File: config.mk
export PLATFORM = sky130hd
export DESIGN_NAME = cft_ram
export DESIGN_NICKNAME = d
export VERILOG_FILES = /design/src/connection_flow_table_core_defines.svh /design/src/cft_ram.sv
export SDC_FILE = /design/constraint.sdc
export NUM_CORES = 1
export LEC_CHECK = 0
export ABC_AREA = 0
export BUFFER_PORTS_ARGS = -buffer_cell sky130_fd_sc_hd__buf_2
export CAP_MARGIN = 10
export CORE_MARGIN = 3
export CORE_UTILIZATION = 55
export CTS_CLUSTER_SIZE = 25
export DETAILED_ROUTE_END_ITERATION = 10
export GPL_ROUTABILITY_DRIVEN = 0
export GPL_TIMING_DRIVEN = 0
export PLACE_DENSITY = 0.74
export REMOVE_ABC_BUFFERS = 1
export SLEW_MARGIN = 20
export SYNTH_ARGS = -nofsm -noshare
export SYNTH_HDL_FRONTEND = slang
export SYNTH_SLANG_ARGS = --single-unit
File: constraint.sdc
create_clock -name clk -period 2.22 [get_ports clk]
set_input_delay 0.111 -clock clk [delete_from_list [all_inputs] [get_ports clk]]
set_output_delay 0.111 -clock clk [all_outputs]
set_load 0.01 [all_outputs]
File: src/connection_flow_table_core_defines.svh
// ---------------------------------------------------------------------------
// Connection flow table assertion macros
// Shared concurrent check forms, clocked on clk and held off during reset.
// ---------------------------------------------------------------------------
`ifndef CONNECTION_FLOW_TABLE_CORE_DEFINES_SVH
`define CONNECTION_FLOW_TABLE_CORE_DEFINES_SVH

// Property must hold at every clock edge outside reset
`define CFT_ASSERT(lbl, prop, msg) \
  lbl: assert property (@(posedge clk) disable iff (!rst_n) prop) \
    else $error(msg);

// Condition must never be seen outside reset
`define CFT_NEVER(lbl, cond, msg) \
  lbl: assert property (@(posedge clk) disable iff (!rst_n) !(cond)) \
    else $error(msg);

`endif

File: src/cft_ram.sv
// ---------------------------------------------------------------------------
// Generic single-port-write RAM
// One write port, one read port with registered read data.
// ---------------------------------------------------------------------------
module cft_ram #(
  parameter int WIDTH = 8,
  parameter int DEPTH = 16
) (
  input  logic                     clk,
  input  logic                     wr_en,
  input  logic [$clog2(DEPTH)-1:0] wr_addr,
  input  logic [WIDTH-1:0]         wr_data,
  input  logic [$clog2(DEPTH)-1:0] rd_addr,
  output logic [WIDTH-1:0]         rd_data
);

  logic [WIDTH-1:0] mem_r [DEPTH];
  logic [WIDTH-1:0] rd_data_r;

  // Write and registered read
  always_ff @(posedge clk) begin
    if (wr_en) begin
      mem_r[wr_addr] <= wr_data;
    end
    rd_data_r <= mem_r[rd_addr];
  end

  assign rd_data = rd_data_r;

endmodule

==> results by group <==
Status
  • Status: finished clean

Timing
  • # setup viols final: 0
  • Fin crit period: 1.42 ns
  • Setup ws final: 0.796 ns
  • Worst-Margin Slew: 0.914 ns
  • Final setup TNS: 0 ns
  • Final Slew Violations: 0
  • Peak Freq: around 0.70 GHz
  • Unrepaired setup endpoints after global routing: no
  • Count of final hold-check violations: 0
  • Normalized max-slew margin: 38.8%
  • Clk_skew: roughly 0.010 ns
  • Final period util: 64.1%

Placement
  • Area post-placement: 5360 sq um
  • PortBufs: 25
  • Placed insts: 354
  • DP Wirelength: 5.43 mm
  • Pre-CTS setup slack: 0.0112 ns

GRT
  • Initial antenna violation count: 0
  • Aggregate global-route resource usage: just over 20%
  • Gr ovfl total: 0
  • Vias in the first global route: 2450
  • Largest net degree at the start of global routing: 33
  • First-pass GRT wire length: around 15 mm

Logic synthesis
  • Synth top area share: 74.7%
  • Yosys cell types: 19
  • Seq cells post-synth: 136
  • Seq/Total Area, Yosys: 77.8%
  • Synth Instances: 229
  • Post-synth top flop: edfxtp_1
  • Synth async-reset ratio: 0%
  • Synthesized cell area: 5150 sq um
  • Mapped Avg Cell Area: 22.5 sq um
  • YS warnings: 0
  • Largest area contributor in the netlist: edfxtp_1
  • Number of flops mapped to enable cells by yosys: 128
  • Synth area leaders: edfxtp_1 75%, mux4_2 7.9%, mux4_1 7.1%, dfxtp_1 3.1%, a22oi_1 2.3%
  • Most instantiated library cell after synthesis: edfxtp_1
  • Top post-synthesis cells by count: 128 x edfxtp_1, 18 x mux4_2, 16 x a22oi_1

Route
  • Top layer in use: met4
  • DR WL met3: 692 um
  • DRT iter0 DRCs: 178
  • WL met2: 4.48 mm
  • Drt total wl: about 9 mm
  • Drt first pass iters: 4
  • DRC Markers: 0
  • M1 wire length: roughly 4 mm
  • Post-route ant nets: 0
  • Wire per inst: approximately 23 um
  • Via count: 2413
  • Via density: ~6

Power
  • Pleak: 0.00203 uW
  • Max VDD drop: 0.538 mV
  • Power Dens Cells: 975 nW/um^2

Critical path
  • Worst EP arrival: between 1.5 and 2 ns
  • Worst EP required: 2.59 ns
  • Crit path capture type: flop
  • Type of the worst setup path: reg -> reg
  • Critical path startpoint category: flop
  • Reg2reg setup slack: 0.80 ns
  • Worst-path maximum fanout: 1

Worst hold path
  • Hold Crit Class: in -> reg

Finish
  • Finished Layout Cells: 394
  • Layout cell share with drive strength beyond 1: ~28%
  • Final #Nets: 291
  • Layout fillers: ~570
  • Post-route cell area: 6030 sq um
  • Ant. Diodes: 0
  • Area Growth Syn to Fin: 17.1%

Clock tree
  • Clock tree sinks: 136
  • Latest clock arrival within the worst-skew pair: 0.51 ns
  • Num CTS Buffers: 17
  • Clock Path Buffers: 2
  • H-Tree Depth: 4
  • CTS tree: done
  • Post-CTS Setup Inserts: 0
  • Reg clk slew, reported paths: around 0.060 ns
  • Root Buffer Master: clkbuf_8

Die
  • Die Wd: ~100 um
  • Die Y: 103 um
  • Core Area: 8890 sq um
  • Row cnt: 34
  • Area of the die: roughly 11000 sq um
  • Initial Util: 57.9%
  • I/O pin total: 26

Run
  • Max Cap Viol: 0
[what timing repair did]
item                                    4_1_cts  5_1_grt
endpoints found under the setup margin        0        0
endpoints found under the hold margin       128        0
hold buffers                                  8        0
gates resized for setup                       0        0
[cells in the final DEF, fill, tap and decap left out, types with 2 or more instances in the layout]
cell type      count
buf_2             24
mux4_2            18
a22oi_1           16
clkinv_4           3
nor2_1            13
clkinv_2           4
nand2_1            9
dfxtp_1            8
clkbuf_16         16
nor3_2             4
buf_4              3
clkinvlp_4         2
nand2b_1           2
bufinv_16          3
clkbuf_8           2
nand3b_1           2
dlygate4sd3_1      8
mux4_1            14
edfxtp_1         128
[worst max-delay path: stages (launching register included)]
cell      delay (ns)
edfxtp_1        0.37
mux4_1          0.51
a22oi_1         0.29
nand2_1         0.13
[cell type report]
class / instances / area [sq um] / area share, %
multi-input combinational: 83 / 1080 / 17.9
timing repair buffer: 35 / 223 / 3.70
tap: 108 / 135 / 2.24
sequential: 136 / 4000 / 66.4
clock inverter: 13 / 155 / 2.57
clock buffer: 19 / 432 / 7.16
[final timing paths]
check,start,endpoint,cells past startpoint
setup / recovery,mem_r[3][2]$_DFFE_PP_,rd_data[2]$_DFF_P_,3
hold / removal,wr_addr[0],mem_r[4][1]$_DFFE_PP_,2
setup reg to reg,mem_r[3][2]$_DFFE_PP_,rd_data[2]$_DFF_P_,3
hold reg to reg,mem_r[15][0]$_DFFE_PP_,rd_data[0]$_DFF_P_,3
[state kept, by name, summed over array words and instances (netlist names)]
name,count
mem_r,128
rd_data,8
[metal layers]
metal / vias up / track usage, %
li1: 1070 / -
met2: 92 / 29.0
met1: 1247 / 30.6
met4: 0 / 8.17
met3: 4 / 5.28
met5: - / 0
[cell families after synthesis]
logic type,synth area share (%)
and+or+nand+nor,3.18
DFF,77.8
AOI/OAI and AO/OA,2.33
muxes,15.0
buffers and inverters,1.68
[power by group]
group | switching [uW] | leakage (uW) | internal, uW
combinational | 152 | 0.000520 | 113
clock | 994 | 0.000285 | 1730
sequential | 13.2 | 0.00122 | 2870
[through the flow]
step / utilization (%) / hold slack [ns] / power, uW
4_1_cts: 67.7 / 0.000289 / 5910
5_1_grt: 67.8 / 0.0202 / 6070
3_5_place_dp: 60.2 / 0.501 / 3190
3_3_place_gp: 59.9 / 0.494 / 3180
6_report: 67.8 / 0.0264 / 5870
2_1_floorplan: - / 0.210 / 3060
Power figures use the tool's default switching activity.
