$ cat src/connection_flow_table_core_defines.svh
// ---------------------------------------------------------------------------
// Connection flow table assertion macros
// Shared concurrent check forms, clocked on clk and held off during reset.
// ---------------------------------------------------------------------------
`ifndef CONNECTION_FLOW_TABLE_CORE_DEFINES_SVH
`define CONNECTION_FLOW_TABLE_CORE_DEFINES_SVH

// Property must hold at every clock edge outside reset
`define CFT_ASSERT(lbl, prop, msg) \
  lbl: assert property (@(posedge clk) disable iff (!rst_n) prop) \
    else $error(msg);

// Condition must never be seen outside reset
`define CFT_NEVER(lbl, cond, msg) \
  lbl: assert property (@(posedge clk) disable iff (!rst_n) !(cond)) \
    else $error(msg);

`endif

$ cat src/cft_pkg.sv
// ---------------------------------------------------------------------------
// Connection flow table package
// Operation, status and register codes, sequencer states and defaults.
// ---------------------------------------------------------------------------
package cft_pkg;

  // Parameter defaults
  localparam int MAX_ENTRIES_DEF  = 512;
  localparam int HOST_ID_BITS_DEF = 32;
  localparam int APP_ID_BITS_DEF  = 16;

  // Fixed field widths
  localparam int HANDLE_W    = 16;
  localparam int COUNT_OUT_W = 10;
  localparam int CFG_IDX_W   = 4;
  localparam int CFG_DATA_W  = 32;

  typedef enum logic [1:0] {
    OP_ADD     = 2'd0,
    OP_DEL     = 2'd1,
    OP_INGRESS = 2'd2,
    OP_RSVD    = 2'd3
  } op_t;

  typedef enum logic [2:0] {
    ST_EXACT      = 3'd0,
    ST_WRONG_HOST = 3'd1,
    ST_NO_MATCH   = 3'd2,
    ST_WILDCARD   = 3'd3,
    ST_ADDED      = 3'd4,
    ST_DELETED    = 3'd5,
    ST_DEL_MISS   = 3'd6,
    ST_FULL       = 3'd7
  } status_t;

  typedef enum logic [CFG_IDX_W-1:0] {
    CFG_MATCH_MODE    = 4'd0,
    CFG_MY_HOST_ID    = 4'd1,
    CFG_WILDCARD_APP  = 4'd2,
    CFG_WILDCARD_HOST = 4'd3
  } cfg_reg_t;

  typedef enum logic [2:0] {
    S_IDLE,
    S_DISPATCH,
    S_SCAN,
    S_DEL_RD,
    S_DEL_WR,
    S_DONE
  } state_t;

  // Result handed from the sequencer to the output register
  typedef struct packed {
    status_t               status;
    logic [HANDLE_W-1:0]   handle;
  } res_t;

endpackage

$ cat src/cft_match.sv
// ---------------------------------------------------------------------------
// Connection flow table entry comparator
// Compares one stored entry with a search key; remote ids only when asked.
// ---------------------------------------------------------------------------
module cft_match
  import cft_pkg::*;
#(
  parameter int HOST_ID_BITS = HOST_ID_BITS_DEF,
  parameter int APP_ID_BITS  = APP_ID_BITS_DEF
) (
  input  logic [APP_ID_BITS-1:0]  ent_loc,
  input  logic [APP_ID_BITS-1:0]  ent_rapp,
  input  logic [HOST_ID_BITS-1:0] ent_rhost,
  input  logic [APP_ID_BITS-1:0]  key_loc,
  input  logic [APP_ID_BITS-1:0]  key_rapp,
  input  logic [HOST_ID_BITS-1:0] key_rhost,
  input  logic                    full_cmp,
  output logic                    hit
);

  logic loc_eq;
  logic rem_eq;

  // Local id always decides; remote pair only in full compare
  assign loc_eq = (ent_loc == key_loc);
  assign rem_eq = (ent_rapp == key_rapp) && (ent_rhost == key_rhost);
  assign hit    = loc_eq && (!full_cmp || rem_eq);

endmodule

$ cat src/cft_ctrl.sv
// ---------------------------------------------------------------------------
// Connection flow table sequencer
// Runs add, delete and ingress lookup over the entry RAM, one entry a cycle
// through the shared comparator.
// ---------------------------------------------------------------------------
module cft_ctrl
  import cft_pkg::*;
#(
  parameter int MAX_ENTRIES  = MAX_ENTRIES_DEF,
  parameter int HOST_ID_BITS = HOST_ID_BITS_DEF,
  parameter int APP_ID_BITS  = APP_ID_BITS_DEF,
  localparam int IW = $clog2(MAX_ENTRIES),
  localparam int CW = $clog2(MAX_ENTRIES + 1),
  localparam int EW = 2 * APP_ID_BITS + HOST_ID_BITS + HANDLE_W
) (
  input  logic                    clk,
  input  logic                    rst_n,
  // item in
  input  logic                    item_vld,
  input  op_t                     item_op,
  input  logic [APP_ID_BITS-1:0]  item_loc,
  input  logic [APP_ID_BITS-1:0]  item_rapp,
  input  logic [HOST_ID_BITS-1:0] item_rhost,
  input  logic [HOST_ID_BITS-1:0] item_dhost,
  input  logic [HANDLE_W-1:0]     item_hdl,
  output logic                    idle,
  // configuration
  input  logic                    match_mode,
  input  logic [HOST_ID_BITS-1:0] my_host,
  input  logic [APP_ID_BITS-1:0]  wc_app,
  input  logic [HOST_ID_BITS-1:0] wc_host,
  // result
  input  logic                    out_free,
  output logic                    res_vld,
  output res_t                    res,
  output logic [CW-1:0]           cnt,
  // entry RAM
  output logic                    ram_wr_en,
  output logic [IW-1:0]           ram_wr_addr,
  output logic [EW-1:0]           ram_wr_data,
  output logic [IW-1:0]           ram_rd_addr,
  input  logic [EW-1:0]           ram_rd_data
);

  localparam logic [CW-1:0] MAX_CNT = CW'(MAX_ENTRIES);

  state_t                  state_r, state_nxt;
  op_t                     op_r, op_nxt;
  logic [APP_ID_BITS-1:0]  loc_r, loc_nxt;
  logic [APP_ID_BITS-1:0]  rapp_r, rapp_nxt;
  logic [HOST_ID_BITS-1:0] rhost_r, rhost_nxt;
  logic [HOST_ID_BITS-1:0] dhost_r, dhost_nxt;
  logic [HANDLE_W-1:0]     hdl_r, hdl_nxt;
  logic                    wild_r, wild_nxt;
  logic [CW-1:0]           ptr_r, ptr_nxt;
  logic                    cmp_vld_r, cmp_vld_nxt;
  logic [IW-1:0]           cmp_idx_r, cmp_idx_nxt;
  logic [IW-1:0]           hit_idx_r, hit_idx_nxt;
  logic [CW-1:0]           count_r, count_nxt;
  status_t                 status_r, status_nxt;
  logic [HANDLE_W-1:0]     handle_r, handle_nxt;

  logic [APP_ID_BITS-1:0]  ent_loc, ent_rapp, key_rapp;
  logic [HOST_ID_BITS-1:0] ent_rhost, key_rhost;
  logic [HANDLE_W-1:0]     ent_hdl;
  logic [CW-1:0]           last_idx;
  logic                    full_cmp, hit_raw, hit, issue, scan_miss;

  // Unpack the entry read last cycle
  assign ent_loc   = ram_rd_data[APP_ID_BITS-1:0];
  assign ent_rapp  = ram_rd_data[2*APP_ID_BITS-1:APP_ID_BITS];
  assign ent_rhost = ram_rd_data[2*APP_ID_BITS+HOST_ID_BITS-1:2*APP_ID_BITS];
  assign ent_hdl   = ram_rd_data[EW-1:2*APP_ID_BITS+HOST_ID_BITS];

  // Key select: exact key or wildcard listener
  assign key_rapp  = wild_r ? wc_app  : rapp_r;
  assign key_rhost = wild_r ? wc_host : rhost_r;
  assign full_cmp  = wild_r || match_mode;

  cft_match #(
    .HOST_ID_BITS (HOST_ID_BITS),
    .APP_ID_BITS  (APP_ID_BITS)
  ) u_match (
    .ent_loc   (ent_loc),
    .ent_rapp  (ent_rapp),
    .ent_rhost (ent_rhost),
    .key_loc   (loc_r),
    .key_rapp  (key_rapp),
    .key_rhost (key_rhost),
    .full_cmp  (full_cmp),
    .hit       (hit_raw)
  );

  // Scan bookkeeping: one read issued and one entry compared per cycle
  assign hit       = cmp_vld_r && hit_raw;
  assign issue     = !hit && (ptr_r < count_r);
  assign scan_miss = !hit && !issue && !cmp_vld_r;
  assign last_idx  = count_r - CW'(1);

  // Next state
  always_comb begin
    state_nxt = state_r;
    unique case (state_r)
      S_IDLE: begin
        if (item_vld) begin
          state_nxt = S_DISPATCH;
        end
      end
      S_DISPATCH: begin
        unique case (op_r)
          OP_DEL:     state_nxt = S_SCAN;
          OP_INGRESS: state_nxt = (dhost_r == my_host) ? S_SCAN : S_DONE;
          default:    state_nxt = S_DONE;
        endcase
      end
      S_SCAN: begin
        if (hit) begin
          state_nxt = (op_r == OP_DEL) ? S_DEL_RD : S_DONE;
        end else if (scan_miss) begin
          if (!(op_r == OP_INGRESS && match_mode && !wild_r)) begin
            state_nxt = S_DONE;
          end
        end
      end
      S_DEL_RD: state_nxt = S_DEL_WR;
      S_DEL_WR: state_nxt = S_DONE;
      S_DONE: begin
        if (out_free) begin
          state_nxt = S_IDLE;
        end
      end
      default: state_nxt = S_IDLE;
    endcase
  end

  // Datapath and outputs
  always_comb begin
    op_nxt      = op_r;
    loc_nxt     = loc_r;
    rapp_nxt    = rapp_r;
    rhost_nxt   = rhost_r;
    dhost_nxt   = dhost_r;
    hdl_nxt     = hdl_r;
    wild_nxt    = wild_r;
    ptr_nxt     = ptr_r;
    cmp_vld_nxt = 1'b0;
    cmp_idx_nxt = cmp_idx_r;
    hit_idx_nxt = hit_idx_r;
    count_nxt   = count_r;
    status_nxt  = status_r;
    handle_nxt  = handle_r;
    idle        = 1'b0;
    res_vld     = 1'b0;
    ram_wr_en   = 1'b0;
    ram_wr_addr = count_r[IW-1:0];
    ram_wr_data = {hdl_r, rhost_r, rapp_r, loc_r};
    ram_rd_addr = ptr_r[IW-1:0];
    unique case (state_r)
      S_IDLE: begin
        idle = 1'b1;
        // Capture the accepted item
        if (item_vld) begin
          op_nxt    = item_op;
          loc_nxt   = item_loc;
          rapp_nxt  = item_rapp;
          rhost_nxt = item_rhost;
          dhost_nxt = item_dhost;
          hdl_nxt   = item_hdl;
        end
      end
      S_DISPATCH: begin
        wild_nxt   = 1'b0;
        ptr_nxt    = '0;
        handle_nxt = '0;
        status_nxt = ST_NO_MATCH;
        unique case (op_r)
          OP_ADD: begin
            // Append at the end unless full
            if (count_r == MAX_CNT) begin
              status_nxt = ST_FULL;
            end else begin
              ram_wr_en  = 1'b1;
              count_nxt  = count_r + CW'(1);
              status_nxt = ST_ADDED;
            end
          end
          OP_INGRESS: begin
            if (dhost_r != my_host) begin
              status_nxt = ST_WRONG_HOST;
            end
          end
          default: status_nxt = ST_NO_MATCH;
        endcase
      end
      S_SCAN: begin
        if (issue) begin
          ptr_nxt     = ptr_r + CW'(1);
          cmp_vld_nxt = 1'b1;
          cmp_idx_nxt = ptr_r[IW-1:0];
        end
        if (hit) begin
          hit_idx_nxt = cmp_idx_r;
          if (op_r != OP_DEL) begin
            handle_nxt = ent_hdl;
            status_nxt = wild_r ? ST_WILDCARD : ST_EXACT;
          end
        end else if (scan_miss) begin
          priority if (op_r == OP_DEL) begin
            status_nxt = ST_DEL_MISS;
          end else if (match_mode && !wild_r) begin
            // Restart the pass for a wildcard listener
            wild_nxt = 1'b1;
            ptr_nxt  = '0;
          end else begin
            status_nxt = ST_NO_MATCH;
          end
        end
      end
      S_DEL_RD: begin
        // Fetch the last entry to fill the hole
        ram_rd_addr = last_idx[IW-1:0];
      end
      S_DEL_WR: begin
        ram_wr_en   = 1'b1;
        ram_wr_addr = hit_idx_r;
        ram_wr_data = ram_rd_data;
        count_nxt   = last_idx;
        status_nxt  = ST_DELETED;
        handle_nxt  = '0;
      end
      S_DONE: begin
        res_vld = out_free;
      end
      default: begin
        idle = 1'b0;
      end
    endcase
  end

  assign res.status = status_r;
  assign res.handle = handle_r;
  assign cnt        = count_r;

  // Control registers
  always_ff @(posedge clk) begin
    if (!rst_n) begin
      state_r   <= S_IDLE;
      count_r   <= '0;
      cmp_vld_r <= 1'b0;
      wild_r    <= 1'b0;
      ptr_r     <= '0;
    end else begin
      state_r   <= state_nxt;
      count_r   <= count_nxt;
      cmp_vld_r <= cmp_vld_nxt;
      wild_r    <= wild_nxt;
      ptr_r     <= ptr_nxt;
    end
  end

  // Payload registers
  always_ff @(posedge clk) begin
    op_r      <= op_nxt;
    loc_r     <= loc_nxt;
    rapp_r    <= rapp_nxt;
    rhost_r   <= rhost_nxt;
    dhost_r   <= dhost_nxt;
    hdl_r     <= hdl_nxt;
    cmp_idx_r <= cmp_idx_nxt;
    hit_idx_r <= hit_idx_nxt;
    status_r  <= status_nxt;
    handle_r  <= handle_nxt;
  end

endmodule

$ cat config.mk
export PLATFORM = sky130hd
export DESIGN_NAME = cft_ctrl
export DESIGN_NICKNAME = d
export VERILOG_FILES = /design/src/connection_flow_table_core_defines.svh /design/src/cft_pkg.sv /design/src/cft_match.sv /design/src/cft_ctrl.sv
export SDC_FILE = /design/constraint.sdc
export NUM_CORES = 1
export LEC_CHECK = 0
export BUFFER_PORTS_ARGS = -buffer_cell sky130_fd_sc_hd__buf_2
export CORE_ASPECT_RATIO = 1.25
export CORE_MARGIN = 8
export CORE_UTILIZATION = 33
export CTS_CLUSTER_DIAMETER = 80
export DETAILED_ROUTE_END_ITERATION = 8
export PLACE_DENSITY = 0.59
export SLEW_MARGIN = 20
export SYNTH_ARGS = -nofsm -noshare
export SYNTH_HDL_FRONTEND = slang
export SYNTH_HIERARCHICAL = 1
export SYNTH_SLANG_ARGS = --single-unit
$ cat constraint.sdc
create_clock -name clk -period 5.9 [get_ports clk]
set_input_delay 0.59 -clock clk [delete_from_list [all_inputs] [get_ports clk]]
set_output_delay 0.59 -clock clk [all_outputs]
set_load 0.03 [all_outputs]
==> qor.yml <==
routing:
  vias_per_cell: 4.93
  drcViolationCount: 0
  drt_first_pass_iters: 5
  wl_per_cell_um: 21.0
  vias: 8389
  drt_first_iter_violations: 594
  ant_nets: 0
  wl_um: 35700
sta:
  max_slew.worst_pin.slew_ns: 1.02
  hold_violations: 0
  period_share_pct: 67.3
  fmax_mhz: 252
  rsz0062_at_grt: "no"
  timing.slew.headroom_pct: 31.7
  slew_viol_final: 0
  setup_viol: 0
  fin_worst_skew_ns: 0.0158
  min_period_ns: 3.97
  fin_setup_tns_ns: 0
yosys:
  syn_nets: 1228
  synth-main-ff-cell: "edfxtp_1"
  ys.warnings.count: 6
  ys_seq_area_share_pct: 53.0
  syn_avg_cell_area_sq_um: 10.2
  syn_inst: 934
  syn-cell-area_sq_um: 9500
  synth-seq-cells: 176
  synthArstFlopShare_pct: 0
  post_synth_num_cell_types: 59
  synth_edf_count: 151
flow_run:
  timing.max_cap.violations: 0
pwr:
  p_leak_uw: 0.00539
  vdd_drop_max_uv: 229
  power.density_nw_per_um2: 432
finish:
  nNetsFinal: 1621
  drive_gt1_share_pct: 38.1
  stdcell_count: 1702
  synthToLayoutAreaGrowth_pct: 31.8
  utilization_pct: 44.1
placed_design:
  dp_hpwl_um: 28700
  gp_congestion: 0.934
  dpl.cell_count: 1663
  port_buffers: 408
global_routing:
  grt_max_degree: 73
  antenna_found_initial: 5
  grt_pass1_wl_um: 52200
  grt_overflow: 0
  grtUsageTotal_pct: 20.0
  grt_pass1_vias: 8851
setup_path:
  crit_slowest_cell: "dfxtp_2"
  path_class: "flop to flop"
  start_kind: "flop"
  crit_top_cell: "buf_4"
  path_max_fanout: 35
  worstSetupEndpointType: "flop"
  crit_required_ns: 6.02
  max_stage_delay_ns: 0.89
  path_cells: "buf_4 -> mux2_2 -> xnor2_1 -> nand4_1 -> nor4_1 -> nand3_1 -> a21oi_1 -> and2_1 -> nand2_1 -> o21ai_1 -> buf_4"
  path_buf_inv: 2
  path_delay_family: "simple AND/OR/NAND/NOR gates"
  arrival_ns: 4.09
worst_hold_path:
  worstHoldPathType: "primary input to flop"
clocking:
  ctsResizeCount: 0
  cts_hold_buffers: 0
  cts_tree: "built"
  cts_root_buffer: "clkbuf_16"
  cts_buffers: 17
  clock-sinks: 176
  cts_max_path_buffers: 2
  cts-htree-levels: 4
  postCtsSetupRepairBufs: 0
  insertion_delay_ns: 0.44
  clk_pin_slew_ns: 0.08
floorplanning:
  initial_core_util_pct: 33.5
  dieWidth_um: 168
  ios: 409
  dieArea_sq_um: 34500
  num_rows: 69
  core_sq_um: 28400
  die_height_um: 206
run_status:
  status: "finished, final reports clean"
==> path summary, 6_finish.rpt <==
kind | start | endpoint | slack [ns] | cells past startpoint
worst min register to register | cmp_idx_r[8] | hit_idx_r[8] | 0.42 | 0
worst min-delay path | item_rapp[11] | rapp_r[11] | 0.32 | 1
worst max register to register | wild_r | handle_r[8] | 1.93 | 11
worst max-delay path | wild_r | handle_r[8] | 1.93 | 11
==> cell families (layout without fill, tap and decap cells) <==
group	count (synthesis)	in the layout	synth area share (%)
flops	176	176	53.0
buf+inv	63	469	2.66
xor+xnor	113	113	10.4
compound gates	86	86	5.86
mux	49	49	5.79
simple gates	432	432	20.3
other cells	0	7	0
fa+ha+maj	15	15	1.98
==> where the power goes <==
| part | total (uW) | internal [uW] | leakage (uW) | switching, uW |
|---|---|---|---|---|
| combinational | 2370 | 726 | 0.00347 | 1650 |
| sequential | 1840 | 1690 | 0.00163 | 150 |
| clock | 1200 | 647 | 0.000295 | 553 |
| total | 5410 | 3060 | 0.00539 | 2350 |
==> cell usage in the layout (no fill, tap or decap), types with 13 or more instances in the layout <==
cell type    n
edfxtp_1   151
nor2b_1     16
inv_1       18
dfxtp_1     24
nor4_1      15
xor2_1      17
buf_2      408
nand4_1     27
nand3_1     13
clkbuf_16   17
mux2_2      48
ha_1        15
nor3_1      13
nand2_1    291
o21ai_0     27
nor2_1      25
a21oi_1     18
xnor2_1     96
==> worst reg2reg max path: stages, from the launching register on <==
cell and delay, ns:
dfxtp_2 0.89, buf_4 0.35, mux2_2 0.36, xnor2_1 0.16, nand4_1 0.12, nor4_1 0.40
nand3_1 0.18, a21oi_1 0.23, and2_1 0.40, nand2_1 0.18, o21ai_1 0.16, buf_4 0.25
==> registers in the layout (all words and copies together) (netlist names) <==
register	flops
state_r	3
wild_r	1
loc_r	16
dhost_r	32
handle_r	16
hit_idx_r	9
hdl_r	16
rhost_r	32
ptr_r	10
cnt	10
rapp_r	16
cmp_idx_r	9
status_r	3
op_r	2
cmp_vld_r	1
==> metal layers <==
layer / global-route usage (%) / share of wire [%]
met5: 0 / 0
met4: 7.63 / 2.3
met3: 5.47 / 7.1
met2: 38.2 / 55
met1: 20.4 / 36
==> metrics by stage <==
step	total power, uW	hold slack (ns)	area (sq um)	setup WS, ns
floorplan	3470	0.400	9500	1.31
global placement	4240	0.403	11900	2.01
detailed placement	4250	0.405	11900	1.95
CTS	5450	0.292	12500	1.92
global route	5690	0.292	12500	1.62
finish	5410	0.319	12500	1.93
==> Yosys cell counts (2+ instances only) <==
library cell,number,area [sq um]
clkbuf_1,32,120
nand3b_1,2,15.0
ha_1,15,188
nor3b_1,4,30.0
edfxtp_1,151,4530
a31oi_1,7,43.8
dfxtp_1,25,500
xor2_1,17,149
a21boi_0,2,15.0
and3_1,3,18.8
o21ai_0,28,140
o22ai_1,3,18.8
o22a_1,3,26.3
a32o_1,3,30.0
o21ai_1,3,15.0
and2_1,7,43.8
a211oi_1,3,22.5
mux2_2,48,541
o211ai_1,2,15.0
xnor2_1,96,841
nand3_1,13,65.1
buf_2,9,45.0
a21oi_1,18,90.1
nand2_1,291,1090
inv_1,18,67.6
nor2b_1,16,100
or3_1,3,18.8
a21o_1,2,15.0
and4_1,2,17.5
nor2_1,25,93.8
nor3_1,13,65.1
nand2b_1,3,18.8
nand4_1,27,169
nor4_1,15,93.8
==> layout make-up <==
type / instances / area, sq um
fill: 2828 / 15900
sequential: 176 / 5040
multi-input combinational: 695 / 4230
timing repair buffer: 417 / 2110
tap: 355 / 444
clock buffer: 17 / 425
clock inverter: 15 / 191
inverter: 20 / 75.1
antenna: 7 / 17.5
Note: power is estimated with default switching activity, not from simulation.
